===== config.mk =====
export PLATFORM = sky130hd
export DESIGN_NAME = msds_datapath
export DESIGN_NICKNAME = d
export VERILOG_FILES = /design/src/msds_pkg.sv /design/src/msds_datapath.sv
export SDC_FILE = /design/constraint.sdc
export NUM_CORES = 1
export LEC_CHECK = 0
export ABC_CLOCK_PERIOD_IN_PS = 12100
export BUFFER_PORTS_ARGS = -buffer_cell sky130_fd_sc_hd__buf_2
export CAP_MARGIN = 20
export CORE_UTILIZATION = 30
export CTS_BUF_LIST = sky130_fd_sc_hd__clkbuf_8 sky130_fd_sc_hd__clkbuf_16
export CTS_CLUSTER_DIAMETER = 60
export DETAILED_ROUTE_END_ITERATION = 10
export SLEW_MARGIN = 20
export SYNTH_ARGS = -nofsm -noshare
export SYNTH_HDL_FRONTEND = slang
export SYNTH_SLANG_ARGS = --single-unit

===== constraint.sdc =====
create_clock -name clock -period 12.1 [get_ports clock]
set_input_delay 0.605 -clock clock [delete_from_list [all_inputs] [get_ports clock]]
set_output_delay 0.605 -clock clock [all_outputs]
set_load 0.03 [all_outputs]

===== src/msds_pkg.sv =====
// Shared constants, codes and channel types of the debounced square selector.
package msds_pkg;

   localparam int MAX_MENU_ITEMS = 8;
   localparam int CHANNELS       = MAX_MENU_ITEMS + 1;
   localparam int CH_IDX_W       = $clog2(CHANNELS);
   localparam int CNT_W          = $clog2(CHANNELS + 1);
   localparam int ITEM_SLOTS     = 8;
   localparam int SQ_W           = 6;
   localparam int ID_W           = 8;
   localparam int DB_W           = 8;
   localparam int OCC_W          = 64;
   localparam int COUNT_W        = 4;
   localparam int CSR_IDX_W      = 3;
   localparam int CSR_DATA_W     = 64;

   localparam logic [SQ_W-1:0] FLIP_MASK     = 6'h38;
   localparam logic [DB_W-1:0] DEBOUNCE_INIT = 8'd7;

   typedef enum logic [CSR_IDX_W-1:0] {
      CSR_ITEM_COUNT,
      CSR_ITEM_SQUARES,
      CSR_ITEM_IDS,
      CSR_FLIP_ROWS,
      CSR_BACK_ENABLE,
      CSR_BACK_SQUARE,
      CSR_DEBOUNCE_COUNT
   } csr_index_type;

   typedef enum logic [1:0] {
      PH_SCAN,
      PH_WAIT,
      PH_DONE
   } phase_type;

   typedef enum logic [1:0] {
      ST_IDLE,
      ST_SCAN,
      ST_REMOVE,
      ST_RESPOND
   } state_type;

   typedef struct packed {
      logic [OCC_W-1:0] sensor_occupancy;
      logic             restart;
   } req_type;

   typedef struct packed {
      logic            selection_valid;
      logic [ID_W-1:0] selection_id;
      logic            selection_is_back;
      logic            awaiting_removal;
      logic            session_done;
   } rsp_type;

   typedef struct packed {
      logic [COUNT_W-1:0]         item_count;
      logic [ITEM_SLOTS*SQ_W-1:0] item_squares;
      logic [ITEM_SLOTS*ID_W-1:0] item_ids;
      logic                       flip_rows;
      logic                       back_enable;
      logic [SQ_W-1:0]            back_square;
      logic [DB_W-1:0]            debounce_count;
   } cfg_type;

   typedef struct packed {
      logic load_req;
      logic clear_session;
      logic step;
      logic advance;
      logic set_winner;
      logic use_winner;
      logic set_result;
      logic load_rsp;
      logic awaiting;
      logic done;
   } cmd_type;

   typedef struct packed {
      logic restart;
      logic no_channels;
      logic last;
      logic hit;
      logic occupied;
   } sts_type;

endpackage


===== src/msds_datapath.sv =====
// Datapath: request latch, per-channel debounce counters, winner and result registers.
module msds_datapath (
   input  logic              clock,
   input  logic              reset,
   input  msds_pkg::cfg_type cfg,
   input  msds_pkg::req_type req_data,
   input  msds_pkg::cmd_type cmd,
   output msds_pkg::sts_type sts,
   output msds_pkg::rsp_type rsp_data
);

   logic [msds_pkg::OCC_W-1:0]    occ_ff;
   logic [msds_pkg::CH_IDX_W-1:0] ch_ff, ch_in;
   logic [msds_pkg::CH_IDX_W-1:0] winner_ff;
   logic [msds_pkg::DB_W-1:0]     empty_ff [msds_pkg::CHANNELS];
   logic [msds_pkg::DB_W-1:0]     full_ff  [msds_pkg::CHANNELS];
   logic                          armed_ff [msds_pkg::CHANNELS];
   logic                          res_valid_ff, res_back_ff;
   logic [msds_pkg::ID_W-1:0]     res_id_ff;
   msds_pkg::rsp_type             rsp_data_ff;

   logic [msds_pkg::CNT_W-1:0]    n, total;
   logic [msds_pkg::CH_IDX_W-1:0] sel_ch;
   logic                          sel_is_item;
   logic [msds_pkg::SQ_W-1:0]     sq;
   logic                          occupied;
   logic [msds_pkg::DB_W-1:0]     need, empty_cur, full_cur, empty_in, full_in;
   logic                          armed_cur, armed_in;
   logic [msds_pkg::ID_W-1:0]     id_sel;

   always_comb begin
      if (int'(cfg.item_count) > msds_pkg::MAX_MENU_ITEMS) begin
         n = msds_pkg::CNT_W'(msds_pkg::MAX_MENU_ITEMS);
      end else begin
         n = msds_pkg::CNT_W'(cfg.item_count);
      end
      total = n + msds_pkg::CNT_W'(cfg.back_enable);
   end

   always_comb begin
      sel_ch      = cmd.use_winner ? winner_ff : ch_ff;
      sel_is_item = msds_pkg::CNT_W'(sel_ch) < n;
      sq          = cfg.back_square;
      if (sel_is_item) begin
         if (int'(sel_ch) < msds_pkg::ITEM_SLOTS) begin
            sq = cfg.item_squares[msds_pkg::SQ_W*int'(sel_ch) +: msds_pkg::SQ_W];
         end else begin
            sq = '0;
         end
      end
      if (cfg.flip_rows) begin
         sq = sq ^ msds_pkg::FLIP_MASK;
      end
      occupied = occ_ff[sq];
      id_sel   = '0;
      if (sel_is_item && int'(sel_ch) < msds_pkg::ITEM_SLOTS) begin
         id_sel = cfg.item_ids[msds_pkg::ID_W*int'(sel_ch) +: msds_pkg::ID_W];
      end
   end

   always_comb begin
      need      = cfg.debounce_count;
      empty_cur = empty_ff[ch_ff];
      full_cur  = full_ff[ch_ff];
      armed_cur = armed_ff[ch_ff];
      empty_in  = empty_cur;
      full_in   = full_cur;
      armed_in  = armed_cur;
      if (!occupied) begin
         if (empty_cur < need) begin
            empty_in = empty_cur + msds_pkg::DB_W'(1);
         end
         full_in = '0;
         if (empty_in >= need) begin
            armed_in = 1'b1;
         end
      end else begin
         empty_in = '0;
         if (armed_cur) begin
            if (full_cur < need) begin
               full_in = full_cur + msds_pkg::DB_W'(1);
            end
         end else begin
            full_in = '0;
         end
      end
   end

   always_comb begin
      ch_in = ch_ff;
      if (cmd.load_req) begin
         ch_in = '0;
      end else if (cmd.advance) begin
         ch_in = ch_ff + msds_pkg::CH_IDX_W'(1);
      end
   end

   always_comb begin
      sts.restart     = req_data.restart;
      sts.no_channels = total == '0;
      sts.last        = (msds_pkg::CNT_W'(ch_ff) + msds_pkg::CNT_W'(1)) == total;
      sts.hit         = armed_in && (full_in >= need);
      sts.occupied    = occupied;
   end

   always_ff @(posedge clock) begin
      if (cmd.load_req) begin
         occ_ff <= req_data.sensor_occupancy;
      end
      if (cmd.load_rsp) begin
         rsp_data_ff.selection_valid   <= res_valid_ff;
         rsp_data_ff.selection_id      <= res_id_ff;
         rsp_data_ff.selection_is_back <= res_back_ff;
         rsp_data_ff.awaiting_removal  <= cmd.awaiting;
         rsp_data_ff.session_done      <= cmd.done;
      end
      if (cmd.load_req) begin
         res_valid_ff <= 1'b0;
         res_id_ff    <= '0;
         res_back_ff  <= 1'b0;
      end else if (cmd.set_result) begin
         res_valid_ff <= 1'b1;
         res_id_ff    <= id_sel;
         res_back_ff  <= !sel_is_item;
      end
   end

   always_ff @(posedge clock) begin
      if (reset) begin
         ch_ff <= '0;
      end else begin
         ch_ff <= ch_in;
      end
   end

   always_ff @(posedge clock) begin
      if (reset || cmd.clear_session) begin
         winner_ff <= '0;
         for (int i = 0; i < msds_pkg::CHANNELS; i++) begin
            empty_ff[i] <= '0;
            full_ff[i]  <= '0;
            armed_ff[i] <= 1'b0;
         end
      end else begin
         if (cmd.step) begin
            empty_ff[ch_ff] <= empty_in;
            full_ff[ch_ff]  <= full_in;
            armed_ff[ch_ff] <= armed_in;
         end
         if (cmd.set_winner) begin
            winner_ff <= ch_ff;
         end
      end
   end

   assign rsp_data = rsp_data_ff;

endmodule


==> results.ini <==
[critical_path]
crit_type = register to output port
reg2regPathDepth = 20
worstPathRequired_ns = 11.49
path_max_fanout = 71
r2r-end = armed_ff[13]
r2r_slack_ns = 4.79
crit_arrival_ns = 8.27
crit_path_start_kind = register
end_kind = output port

[cells_and_area]
fin_util = 0.360
drive_above_1_share = 0.326
nNetsFinal = 1615
area_delta_synth_final_pct = 18.1

[route]
drcViolationCount = 0
totalWireLength_um = 48400
via_per_inst = 5.32
ant_nets = 0
wl_per_cell_um = 22.3
vias = 11558
drt_iter0_drc = 975
drt_pass1_iterations = 7

[pwr]
power_uw = 3180
p_leak_uw = 0.00862
ir_worst_vdd_v = 0.000140
cellPowerDensity_nw_per_um2 = 149

[sta]
finalSetupViolCount = 0
fin_crit_sh = 0.734
setup_tns_ns = 0
fmax_ghz = 0.113
tightest_slew_ns = 1.16
relSlewSlack = 0.221
hold_viol = 0
finClkSkew_ns = 0.0324
layout_setup_ws_ns = 3.22
min_period_ns = 8.88
rsz0062_at_grt = no
drv_slew = 0

[place]
numPortBuffers = 223
place_congestion = 0.866
hpwl_um = 33600
dp_slack_ns = 2.90

[grt]
grt_util_all_layers = 0.158
grt_overflow = 0
grt_pass1_wl_um = 73000
grt_pass1_vias = 11930
antenna_found_initial = 4
grt_max_degree = 93

[synth]
synth_edf_count = 348
ys_types = 62
synth-seq-area-share = 0.602
async_flop_share = 0
synth.avg_cell_area_um2 = 15.5
synthFlopType = edfxtp_1
synth_area_um2 = 18100
syn-num-nets = 1419
yosysWarnings = 0
ys_ff_latch = 370
netlist_instances = 1169

[clock_network]
cts_tree = built
cts_hold_buf = 0
postCtsSetupBuffers = 0
cts-root-buf = clkbuf_16
cts-resized-gates = 0
path_clk_slew_ns = 0.06
cts_buffers = 42
htreeDepth = 2
clock_sinks = 370
clockBufferDepth = 3
clk_latency_ns = 0.57

[floorplan]
initial_utilization = 0.305
die_y_um = 248
std_cell_rows = 89
die_w_um = 248
fp.coreArea_um2 = 59400
die_area_um2 = 61300
pin_count = 226

[job]
cap_violations = 0

[min_path]
holdPathEnd = occ_ff[49]
whs_path_depth = 1
hp-class = input port to register
min-delay-start = req_data[50]

[status]
status = finished, final reports clean

## cells by family (layout without fill, tap and decap cells)
group / Yosys count / in the layout / synth area share
flops: 370 / 370 / 0.602
simple gates: 256 / 256 / 0.0754
compound gates: 189 / 189 / 0.0864
mux: 155 / 155 / 0.161
buf+inv: 130 / 358 / 0.0330
fa+ha+maj: 41 / 41 / 0.0284
xor+xnor: 28 / 28 / 0.0136
other cells: 0 / 1 / 0
## layer usage
metal	track usage	part of all wire	up-vias
li1	-	-	5163
met1	0.201	0.40	5822
met2	0.272	0.50	490
met3	0.0261	0.067	81
met4	0.0581	0.034	2
met5	0	0.00027	-
## through the flow
step           std cells  cell area (um^2)  hold WS, ns
6_report            2171             21400        0.210
5_1_grt             2171             21400        0.189
4_1_cts             2170             21400        0.180
3_5_place_dp        2094             19900        0.422
3_3_place_gp        2094             19900        0.414
2_1_floorplan       1169             18100        0.409
## worst max path at each step
stage                     cells after the start     end     start
after floorplan                              32  sts[1]    cmd[4]
after global placement                       27  sts[1]    cmd[4]
after detailed placement                     26  sts[1]    cmd[4]
after CTS                                    25  sts[1]  ch_ff[2]
after global routing                         25  sts[1]  ch_ff[2]
final                                        25  sts[1]  ch_ff[2]
## placed cells by master, fill, tap and decap left out, types with 13 or more instances in the layout
cell type / Yosys / final
mux2i_1: 35 / 34
a21oi_1: 38 / 38
nand2_1: 43 / 43
a211oi_1: 17 / 17
nand4_1: 13 / 13
nor4_1: 74 / 74
o211a_1: 80 / 80
nor3_1: 18 / 18
xnor2_1: 16 / 16
nor2_1: 49 / 49
edfxtp_1: 348 / 348
mux4_2: 106 / 106
clkbuf_16: 0 / 42
inv_1: 25 / 30
dfxtp_1: 22 / 20
ha_1: 41 / 41
buf_2: 30 / 223
nor3b_1: 17 / 17
buf_4: 15 / 30
## Yosys cell counts, types with 12 or more instances
| cell | n | area (um^2) |
|---|---|---|
| edfxtp_1 | 348 | 10500 |
| mux4_2 | 106 | 2390 |
| o211a_1 | 80 | 801 |
| nor4_1 | 74 | 463 |
| nor2_1 | 49 | 184 |
| clkbuf_1 | 47 | 176 |
| nand2_1 | 43 | 161 |
| ha_1 | 41 | 513 |
| a21oi_1 | 38 | 190 |
| mux2i_1 | 35 | 350 |
| buf_2 | 30 | 150 |
| inv_1 | 25 | 93.8 |
| dfxtp_1 | 22 | 440 |
| nor3_1 | 18 | 90.1 |
| a211oi_1 | 17 | 128 |
| nor3b_1 | 17 | 128 |
| xnor2_1 | 16 | 140 |
| buf_4 | 15 | 113 |
| nand4_1 | 13 | 81.3 |
| xor2_1 | 12 | 105 |
## state kept, by name, summed over array words and instances, names as in the netlist, named ones only
| name | flops |
|---|---|
| occ_ff | 64 |
| empty_ff | 128 |
| armed_ff | 16 |
| winner_ff | 4 |
| res_valid_ff | 1 |
| res_back_ff | 1 |
| full_ff | 128 |
| res_id_ff | 8 |
| rsp_data | 12 |
| ch_ff | 4 |
## worst max-delay path, cell delays in order (launching register included)
cell and delay, ns:
dfxtp_1 0.42, mux2i_1 0.63, inv_2 0.32, ha_1 0.36, o21ai_0 0.08, a31o_2 0.23, a21o_1 0.26, nor2_1 0.72
or2_2 0.72, mux2i_1 0.15, a2111oi_0 0.50, a22oi_1 0.24, a21oi_4 0.19, buf_4 0.61, o211a_1 0.35, ha_1 0.27
a21o_1 0.15, a21o_1 0.17, a21o_1 0.18, a21oi_1 0.14, nor2b_1 0.06, o21ai_0 0.14, nand2b_1 0.11, a21oi_1 0.30
a21oi_1 0.09, buf_2 0.22
## layout make-up
cell class	count	area (um^2)
sequential	370	10900
antenna	1	2.50
tap	773	967
multi-input combinational	669	6630
inverter	29	109
timing repair buffer	253	1340
clock inverter	32	352
clock buffer	44	1080
fill	5646	38000
## where the power goes
| part | internal (uW) | leakage (uW) | switching (uW) |
|---|---|---|---|
| sequential | 1450 | 0.00362 | 18.7 |
| combinational | 126 | 0.00428 | 269 |
| clock | 782 | 0.000716 | 525 |
(Power assumes the default switching activity.)
