<file path="src/msds_pkg.sv">
// Shared constants, codes and channel types of the debounced square selector.
package msds_pkg;

   localparam int MAX_MENU_ITEMS = 8;
   localparam int CHANNELS       = MAX_MENU_ITEMS + 1;
   localparam int CH_IDX_W       = $clog2(CHANNELS);
   localparam int CNT_W          = $clog2(CHANNELS + 1);
   localparam int ITEM_SLOTS     = 8;
   localparam int SQ_W           = 6;
   localparam int ID_W           = 8;
   localparam int DB_W           = 8;
   localparam int OCC_W          = 64;
   localparam int COUNT_W        = 4;
   localparam int CSR_IDX_W      = 3;
   localparam int CSR_DATA_W     = 64;

   localparam logic [SQ_W-1:0] FLIP_MASK     = 6'h38;
   localparam logic [DB_W-1:0] DEBOUNCE_INIT = 8'd7;

   typedef enum logic [CSR_IDX_W-1:0] {
      CSR_ITEM_COUNT,
      CSR_ITEM_SQUARES,
      CSR_ITEM_IDS,
      CSR_FLIP_ROWS,
      CSR_BACK_ENABLE,
      CSR_BACK_SQUARE,
      CSR_DEBOUNCE_COUNT
   } csr_index_type;

   typedef enum logic [1:0] {
      PH_SCAN,
      PH_WAIT,
      PH_DONE
   } phase_type;

   typedef enum logic [1:0] {
      ST_IDLE,
      ST_SCAN,
      ST_REMOVE,
      ST_RESPOND
   } state_type;

   typedef struct packed {
      logic [OCC_W-1:0] sensor_occupancy;
      logic             restart;
   } req_type;

   typedef struct packed {
      logic            selection_valid;
      logic [ID_W-1:0] selection_id;
      logic            selection_is_back;
      logic            awaiting_removal;
      logic            session_done;
   } rsp_type;

   typedef struct packed {
      logic [COUNT_W-1:0]         item_count;
      logic [ITEM_SLOTS*SQ_W-1:0] item_squares;
      logic [ITEM_SLOTS*ID_W-1:0] item_ids;
      logic                       flip_rows;
      logic                       back_enable;
      logic [SQ_W-1:0]            back_square;
      logic [DB_W-1:0]            debounce_count;
   } cfg_type;

   typedef struct packed {
      logic load_req;
      logic clear_session;
      logic step;
      logic advance;
      logic set_winner;
      logic use_winner;
      logic set_result;
      logic load_rsp;
      logic awaiting;
      logic done;
   } cmd_type;

   typedef struct packed {
      logic restart;
      logic no_channels;
      logic last;
      logic hit;
      logic occupied;
   } sts_type;

endpackage

</file>
<file path="src/msds_controller.sv">
// Controller: request sequencing, session phase and result handshake.
module msds_controller (
   input  logic              clock,
   input  logic              reset,
   input  logic              req_valid,
   output logic              req_stall,
   output logic              rsp_valid,
   input  logic              rsp_stall,
   input  msds_pkg::sts_type sts,
   output msds_pkg::cmd_type cmd
);

   msds_pkg::state_type state_ff, state_in;
   msds_pkg::phase_type phase_ff, phase_in, phase_next;
   logic                rsp_valid_ff, rsp_valid_in;

   always_ff @(posedge clock) begin
      if (reset) begin
         state_ff     <= msds_pkg::ST_IDLE;
         phase_ff     <= msds_pkg::PH_SCAN;
         rsp_valid_ff <= 1'b0;
      end else begin
         state_ff     <= state_in;
         phase_ff     <= phase_in;
         rsp_valid_ff <= rsp_valid_in;
      end
   end

   always_comb begin
      cmd          = '0;
      cmd.awaiting = phase_ff == msds_pkg::PH_WAIT;
      cmd.done     = phase_ff == msds_pkg::PH_DONE;
      state_in     = state_ff;
      phase_in     = phase_ff;
      phase_next   = phase_ff;
      rsp_valid_in = rsp_valid_ff && rsp_stall;
      unique case (state_ff)
         msds_pkg::ST_IDLE: begin
            if (req_valid) begin
               cmd.load_req      = 1'b1;
               cmd.clear_session = sts.restart;
               if (sts.restart) begin
                  phase_next = msds_pkg::PH_SCAN;
               end
               phase_in = phase_next;
               unique case (phase_next)
                  msds_pkg::PH_SCAN: begin
                     state_in = sts.no_channels ? msds_pkg::ST_RESPOND : msds_pkg::ST_SCAN;
                  end
                  msds_pkg::PH_WAIT: state_in = msds_pkg::ST_REMOVE;
                  default:           state_in = msds_pkg::ST_RESPOND;
               endcase
            end
         end
         msds_pkg::ST_SCAN: begin
            cmd.step = 1'b1;
            priority if (sts.hit) begin
               cmd.set_winner = 1'b1;
               phase_in       = msds_pkg::PH_WAIT;
               state_in       = msds_pkg::ST_RESPOND;
            end else if (sts.last) begin
               state_in = msds_pkg::ST_RESPOND;
            end else begin
               cmd.advance = 1'b1;
            end
         end
         msds_pkg::ST_REMOVE: begin
            cmd.use_winner = 1'b1;
            if (!sts.occupied) begin
               cmd.set_result = 1'b1;
               phase_in       = msds_pkg::PH_DONE;
            end
            state_in = msds_pkg::ST_RESPOND;
         end
         msds_pkg::ST_RESPOND: begin
            if (!rsp_valid_ff || !rsp_stall) begin
               cmd.load_rsp = 1'b1;
               rsp_valid_in = 1'b1;
               state_in     = msds_pkg::ST_IDLE;
            end
         end
         default: state_in = msds_pkg::ST_IDLE;
      endcase
   end

   assign req_stall = state_ff != msds_pkg::ST_IDLE;
   assign rsp_valid = rsp_valid_ff;

`ifndef NO_ASSERTIONS
   a_scan_phase: assert property (@(posedge clock) disable iff (reset)
      state_ff == msds_pkg::ST_SCAN |-> phase_ff == msds_pkg::PH_SCAN)
      else $error("channel scan outside scanning phase");

   a_remove_phase: assert property (@(posedge clock) disable iff (reset)
      state_ff == msds_pkg::ST_REMOVE |-> phase_ff == msds_pkg::PH_WAIT)
      else $error("removal check without a pending selection");

   a_win_waits: assert property (@(posedge clock) disable iff (reset)
      cmd.set_winner |=> phase_ff == msds_pkg::PH_WAIT && state_ff == msds_pkg::ST_RESPOND)
      else $error("winning channel did not enter removal wait");

   a_done_holds: assert property (@(posedge clock) disable iff (reset)
      (phase_ff == msds_pkg::PH_DONE && !(cmd.load_req && sts.restart))
      |=> phase_ff == msds_pkg::PH_DONE)
      else $error("session left done without restart");

   a_load_shows: assert property (@(posedge clock) disable iff (reset)
      cmd.load_rsp |=> rsp_valid_ff && state_ff == msds_pkg::ST_IDLE)
      else $error("loaded result not presented");
`endif

endmodule

</file>
<file path="config.mk">
export PLATFORM = sky130hd
export DESIGN_NAME = msds_controller
export DESIGN_NICKNAME = d
export VERILOG_FILES = /design/src/msds_pkg.sv /design/src/msds_controller.sv
export SDC_FILE = /design/constraint.sdc
export NUM_CORES = 1
export LEC_CHECK = 0
export BUFFER_PORTS_ARGS = -buffer_cell sky130_fd_sc_hd__buf_2
export CAP_MARGIN = 20
export CELL_PAD_IN_SITES_DETAIL_PLACEMENT = 1
export CELL_PAD_IN_SITES_GLOBAL_PLACEMENT = 1
export CORE_AREA = 10 10 47 49
export CTS_BUF_LIST = sky130_fd_sc_hd__clkbuf_2
export CTS_CLUSTER_DIAMETER = 50
export DETAILED_ROUTE_END_ITERATION = 7
export DIE_AREA = 0 0 57 59
export GPL_TIMING_DRIVEN = 0
export PLACE_DENSITY = 0.74
export SLEW_MARGIN = 20
export SYNTH_ARGS = -nofsm -noshare
export SYNTH_HDL_FRONTEND = slang
export SYNTH_SLANG_ARGS = --single-unit
</file>
<file path="constraint.sdc">
create_clock -name clock -period 3.1 [get_ports clock]
set_input_delay 0.31 -clock clock [delete_from_list [all_inputs] [get_ports clock]]
set_output_delay 0.31 -clock clock [all_outputs]
set_load 0.01 [all_outputs]
</file>
==> flow_summary.toml, run 1 <==
[outcome]
status = "finished clean"

[die]
core-area_um2 = 1400
die_y_um = 59
die-width_um = 57
num_rows = 14
dieArea_um2 = 3360
io_pins = 21
start_util_pct = 28.6

[logic_synthesis]
synthCells = 47
synth_compound_area_share_pct = 20.0
synth_top_family_by_area = "simple AND/OR/NAND/NOR gates"
synthAdderAreaFrac_pct = 15.6
ys_seq_elements = 5
synth-seq-area-share_pct = 25.0
synthesis.nets = 61
muxShareOfSynthArea_pct = 5.00
ys_warn_count = 0
synth_xor_area_share_pct = 0
synth_cell_type_count = 25
synth_area_per_cell_um2 = 8.52
synth-simple-area-share_pct = 29.7
synth_area_um2 = 400

[worst_setup_path]
slowest_delay_ns = 0.41
crit_family = "flip-flops"
cp_max_fo = 7
worstPathArrival_ns = 1.34
crit_path_start_kind = "flip-flop"
timing.critical_path.buf_inv = 2
crit_required_ns = 2.79
cp_slowest_cell = "dfxtp_1"
critical_path_class = "flip-flop to output pin"
crit_chain = "inv_1 -> ha_1 -> and3_2 -> buf_2"
end_kind = "output pin"

[timing]
drv_slew = 0
min_period_ns = 1.65
max_clock_freq_mhz = 605
finClkSkew_ns = 0.00374
setup_tns_ns = 0
finalCritPeriodShare_pct = 53.4
setup_viol = 0
worstMarginPinSlew_ns = 0.329
layout_setup_ws_ns = 1.45
hold_violations = 0
max_slew_margin_pct = 78.0
rsz0062_at_grt = "false"

[detailed_routing]
wirelength_mm = 1.21
drc = 0
vias = 428
drt_iter0_drc = 7
viasPerCell = 4.92
wl_per_cell_um = 13.9
drt.antenna.violating_nets = 0
firstDrtPassIters = 4

[global_routing]
grt_max_degree = 8
grt_usage_pct = 7.74
grt_pass1_wl_mm = 2.09
grt_antenna_before_repair = 0
grt-ovfl-total = 0
grt_pass1_vias = 482

[flow_run]
cap_viol_max_count = 0

[layout]
fill_cells = 190
drive_gt1_share_pct = 36.6
synthToLayoutAreaGrowth_pct = 35.0
multiInputGateArea_um2 = 282
nets = 86
diodes = 0
regArea_um2 = 100

[clocking]
cts.repair.resized = 0
clock_latency_ns = 0.22
cts_setup_buffers = 0
clk_pin_slew_ns = 0.06
ctsHoldBuffers = 0
clock_sinks = 5
cts_made_buffers = 3
tritoncts = "yes"
htree_num_levels = 1
clk_path_buf_depth = 2
root_buffer = "clkbuf_2"

[power_and_ir_drop]
power.density_nw_per_um2 = 819
p_leak_nw = 0.297
ir_drop_mv = 0.327

[place]
routabilityCongestion = 0.723
place.port_buffers = 20
place_ws_ns = 1.58
dp_hpwl_um = 989

[min_path]
hp-class = "input pin to flip-flop"
[report_power, final]
part,leakage (nW),switching (mW),internal (mW)
logic,0.239,0.145,0.120
clock network,0.0166,0.0279,0.0342
registers,0.0411,0.0296,0.0863
[final cells by class]
class                      instances  area share (%)
clock buffer                       4            3.70
inverter                           5            3.47
multi-input combinational         37            52.1
sequential                         5            18.5
tap                               16            3.70
timing repair buffer              20            18.5
[worst paths after layout]
path | slack, ns | depth (start not counted) | start | to
worst min register to register | 0.54 | 2 | state_ff[0]$_SDFFE_PP0P_ | state_ff[0]$_SDFFE_PP0P_
worst max register to register | 1.58 | 5 | state_ff[0]$_SDFFE_PP0P_ | state_ff[0]$_SDFFE_PP0P_
worst min-delay path | 0.30 | 2 | reset | rsp_valid$_SDFF_PP0_
worst max-delay path | 1.45 | 4 | state_ff[0]$_SDFFE_PP0P_ | cmd[8]
[registers in the layout, indices dropped and copies added (netlist names)]
| signal | count |
|---|---|
| state_ff | 2 |
| rsp_valid | 1 |
| phase_ff | 2 |
[Yosys cell counts]
cell type | n | area [µm²]
a311o_1 | 1 | 10.0
nand2b_1 | 1 | 6.26
or3_1 | 1 | 6.26
ha_1 | 5 | 62.6
inv_1 | 5 | 18.8
mux2i_1 | 2 | 20.0
o21bai_1 | 1 | 7.51
o211ai_1 | 1 | 7.51
and3_1 | 2 | 12.5
nor2_1 | 3 | 11.3
a21boi_0 | 1 | 7.51
nor4bb_1 | 1 | 10.0
and2_1 | 2 | 12.5
nand3_1 | 1 | 5.00
and3_2 | 1 | 7.51
a32o_1 | 1 | 10.0
a211oi_1 | 1 | 7.51
a21oi_1 | 3 | 15.0
o2111ai_1 | 1 | 8.76
nor2b_1 | 3 | 18.8
dfxtp_1 | 5 | 100
nand2_1 | 2 | 7.51
nand2b_4 | 1 | 13.8
a31oi_1 | 1 | 6.26
nor3b_1 | 1 | 7.51
[routing by layer]
layer  up-vias  part of all wire, %  wire length, µm  GRT usage, %
li1        219                    -                -             -
met1       195                   44              533          8.08
met2        14                   49              595          12.6
met3         0                  6.5               78          3.22
met4         0                    0                0          5.03
met5         -                    0                0             0
[kinds of logic (layout without fill, tap and decap cells)]
| logic type | Yosys count | in the layout |
|---|---|---|
| AO/OA/AOI/OAI | 11 | 11 |
| adder cells (fa/ha/maj) | 5 | 5 |
| buffers and inverters | 5 | 29 |
| flip-flops | 5 | 5 |
| multiplexers | 2 | 2 |
| AND/OR/NAND/NOR | 19 | 19 |
[through the flow]
stage               std cells  utilization (%)  total power, mW  hold WS, ns  cell area, µm²
floorplan                  47                -            0.290        0.382             400
global placement           83             37.1            0.375        0.517             520
detailed placement         83             37.1            0.384        0.537             520
CTS                        87             38.6            0.451        0.296             541
global route               87             38.6            0.488        0.304             541
finish                     87             38.6            0.443        0.305             541
[cell usage in the layout (no fill, tap or decap), drive strengths merged]
cell type / instances
a211oi: 1
a21boi: 1
a21oi: 3
a311o: 1
a31oi: 1
a32o: 1
and2: 2
and3: 3
buf: 20
clkbuf: 4
dfxtp: 5
ha: 5
inv: 5
mux2i: 2
nand2: 2
nand2b: 2
nand3: 1
nor2: 3
nor2b: 3
nor3b: 1
nor4bb: 1
o2111ai: 1
o211ai: 1
o21bai: 1
or3: 1
(Power assumes the default switching activity.)
==> inputs of run 2 (changes only) <==
Settings changed: CORE_AREA 10 10 47 49 to default, CORE_MARGIN from default to 10, CORE_UTILIZATION from default to 28, DIE_AREA 0 0 57 59 to default, PLACE_DENSITY 0.74 to 0.72.
Clock period 3.1 ns to 1.5 ns, I/O delays scaled along.
==> flow_summary.toml, run 2 (same netlist as run 1, synthesis figures left out) <==
[outcome]
status = "finished clean"

[die]
start_util_pct = 30.4
io_pins = 21
die-width_um = 57.8
die_y_um = 57.8
num_rows = 13
core-area_um2 = 1320
dieArea_um2 = 3340

[clocking]
cts_made_buffers = 3
tritoncts = "yes"
clock_latency_ns = 0.22
cts.repair.resized = 2
clk_path_buf_depth = 2
clock_sinks = 5
cts_setup_buffers = 0
clk_pin_slew_ns = 0.05
htree_num_levels = 1
root_buffer = "clkbuf_2"
ctsHoldBuffers = 0

[global_routing]
grt_pass1_wl_mm = 2.05
grt_pass1_vias = 467
grt_max_degree = 8
grt_usage_pct = 8.00
grt-ovfl-total = 0
grt_antenna_before_repair = 0

[layout]
drive_gt1_share_pct = 43.7
synthToLayoutAreaGrowth_pct = 38.1
utilization_pct = 42.0
nets = 86
final_common_cell = "buf_2"
diodes = 0
final_cell_mix = "buf_2 (20), inv_1 (5), ha_1 (4), clkbuf_2 (4)"
fin_cells = 86

[power_and_ir_drop]
power_switching_mw = 0.420
clockPowerShare_pct = 13.5
intPower_mw = 0.518
p_leak_nw = 0.298
p_comb_share_pct = 60.8
ir_drop_mv = 0.582
power.density_nw_per_um2 = 1700
switching_share_pct = 44.7
p_seq_share_pct = 25.8

[timing]
setup_tns_ns = 0
hold_violations = 0
finClkSkew_ns = 0.00217
finalCritPeriodShare_pct = 95.0
drv_slew = 0
worstMarginPinSlew_ns = 0.312
max_clock_freq_mhz = 702
rsz0062_at_grt = "false"
max_slew_margin_pct = 79.1
min_period_ns = 1.42
setup_viol = 0

[worst_setup_path]
end_kind = "flip-flop"
ff2ff_path_depth = 5
crit_required_ns = 1.64
worstReg2RegEnd = "state_ff[1]$_SDFFE_PP0P_"
worstPathArrival_ns = 1.56
reg2reg_slack_ns = 0.08
cp_max_fo = 5
crit_path_start_kind = "flip-flop"
r2r-start = "state_ff[1]$_SDFFE_PP0P_"
critical_path_class = "flip-flop to flip-flop"

[detailed_routing]
firstDrtPassIters = 4
vias = 424
drt_iter0_drc = 1
wl_per_cell_um = 14.1
wirelength_mm = 1.22
drt.antenna.violating_nets = 0
drc = 0
viasPerCell = 4.93

[place]
place.port_buffers = 20
dp_hpwl_mm = 1.04
routabilityCongestion = 0.766
placed_cells = 82

[min_path]
whs_path_depth = 2
hold-path-endpoint = "phase_ff[0]$_SDFFE_PP0P_"
hp-class = "input pin to flip-flop"
hold_start = "reset"

[flow_run]
cap_viol_max_count = 0
## run 2: critical path: stages, from the launching register on
cell,delay (ns)
dfxtp_2,0.37
inv_1,0.07
ha_2,0.37
nor2_1,0.06
a311o_1,0.33
mux2i_1,0.15
## run 2: final cells by class
class / count / area, µm²
Fill cell: 178 / 764
Inverter: 5 / 18.8
Sequential cell: 5 / 103
Tap cell: 15 / 18.8
Multi-Input combinational cell: 37 / 293
Timing Repair Buffer: 20 / 100
Clock buffer: 4 / 20.0
## run 2: worst max path at each step
stage	startpoint	endpoint	slack (ns)	cells after the start
6_report	state_ff[1]$_SDFFE_PP0P_	state_ff[1]$_SDFFE_PP0P_	0.08	5
5_1_grt	state_ff[1]$_SDFFE_PP0P_	cmd[6]	0.004	5
4_1_cts	state_ff[0]$_SDFFE_PP0P_	state_ff[0]$_SDFFE_PP0P_	0.06	5
3_5_place_dp	state_ff[0]$_SDFFE_PP0P_	state_ff[0]$_SDFFE_PP0P_	0.01	5
3_3_place_gp	state_ff[0]$_SDFFE_PP0P_	phase_ff[1]$_SDFFE_PP0P_	0.003	5
2_1_floorplan	state_ff[0]$_SDFFE_PP0P_	phase_ff[1]$_SDFFE_PP0P_	0.13	5
## run 2: layer usage
metal / vias to the layer above / part of all wire, % / GRT usage, %
li1: 216 / - / -
met4: 0 / 3.2 / 7.05
met3: 4 / 7.9 / 3.92
met1: 189 / 43 / 7.97
met5: - / 0 / 0
met2: 15 / 46 / 12.1
## run 2: power groups by stage
stage	logic (mW)	clock network, mW	registers (mW)
after global placement	0.536	0	0.241
after detailed placement	0.552	0	0.241
after floorplan	0.375	0	0.225
final	0.570	0.126	0.241
after CTS	0.553	0.132	0.243
after global routing	0.644	0.143	0.255
## run 2: through the flow
step / power [mW] / hold WS (ns) / instance area [µm²] / setup WS, ns
global placement: 0.778 / 0.377 / 519 / 0.00283
finish: 0.938 / 0.146 / 553 / 0.0753
global route: 1.04 / 0.146 / 553 / 0.00364
detailed placement: 0.793 / 0.385 / 519 / 0.0101
floorplan: 0.600 / 0.222 / 400 / 0.132
CTS: 0.928 / 0.135 / 542 / 0.0624
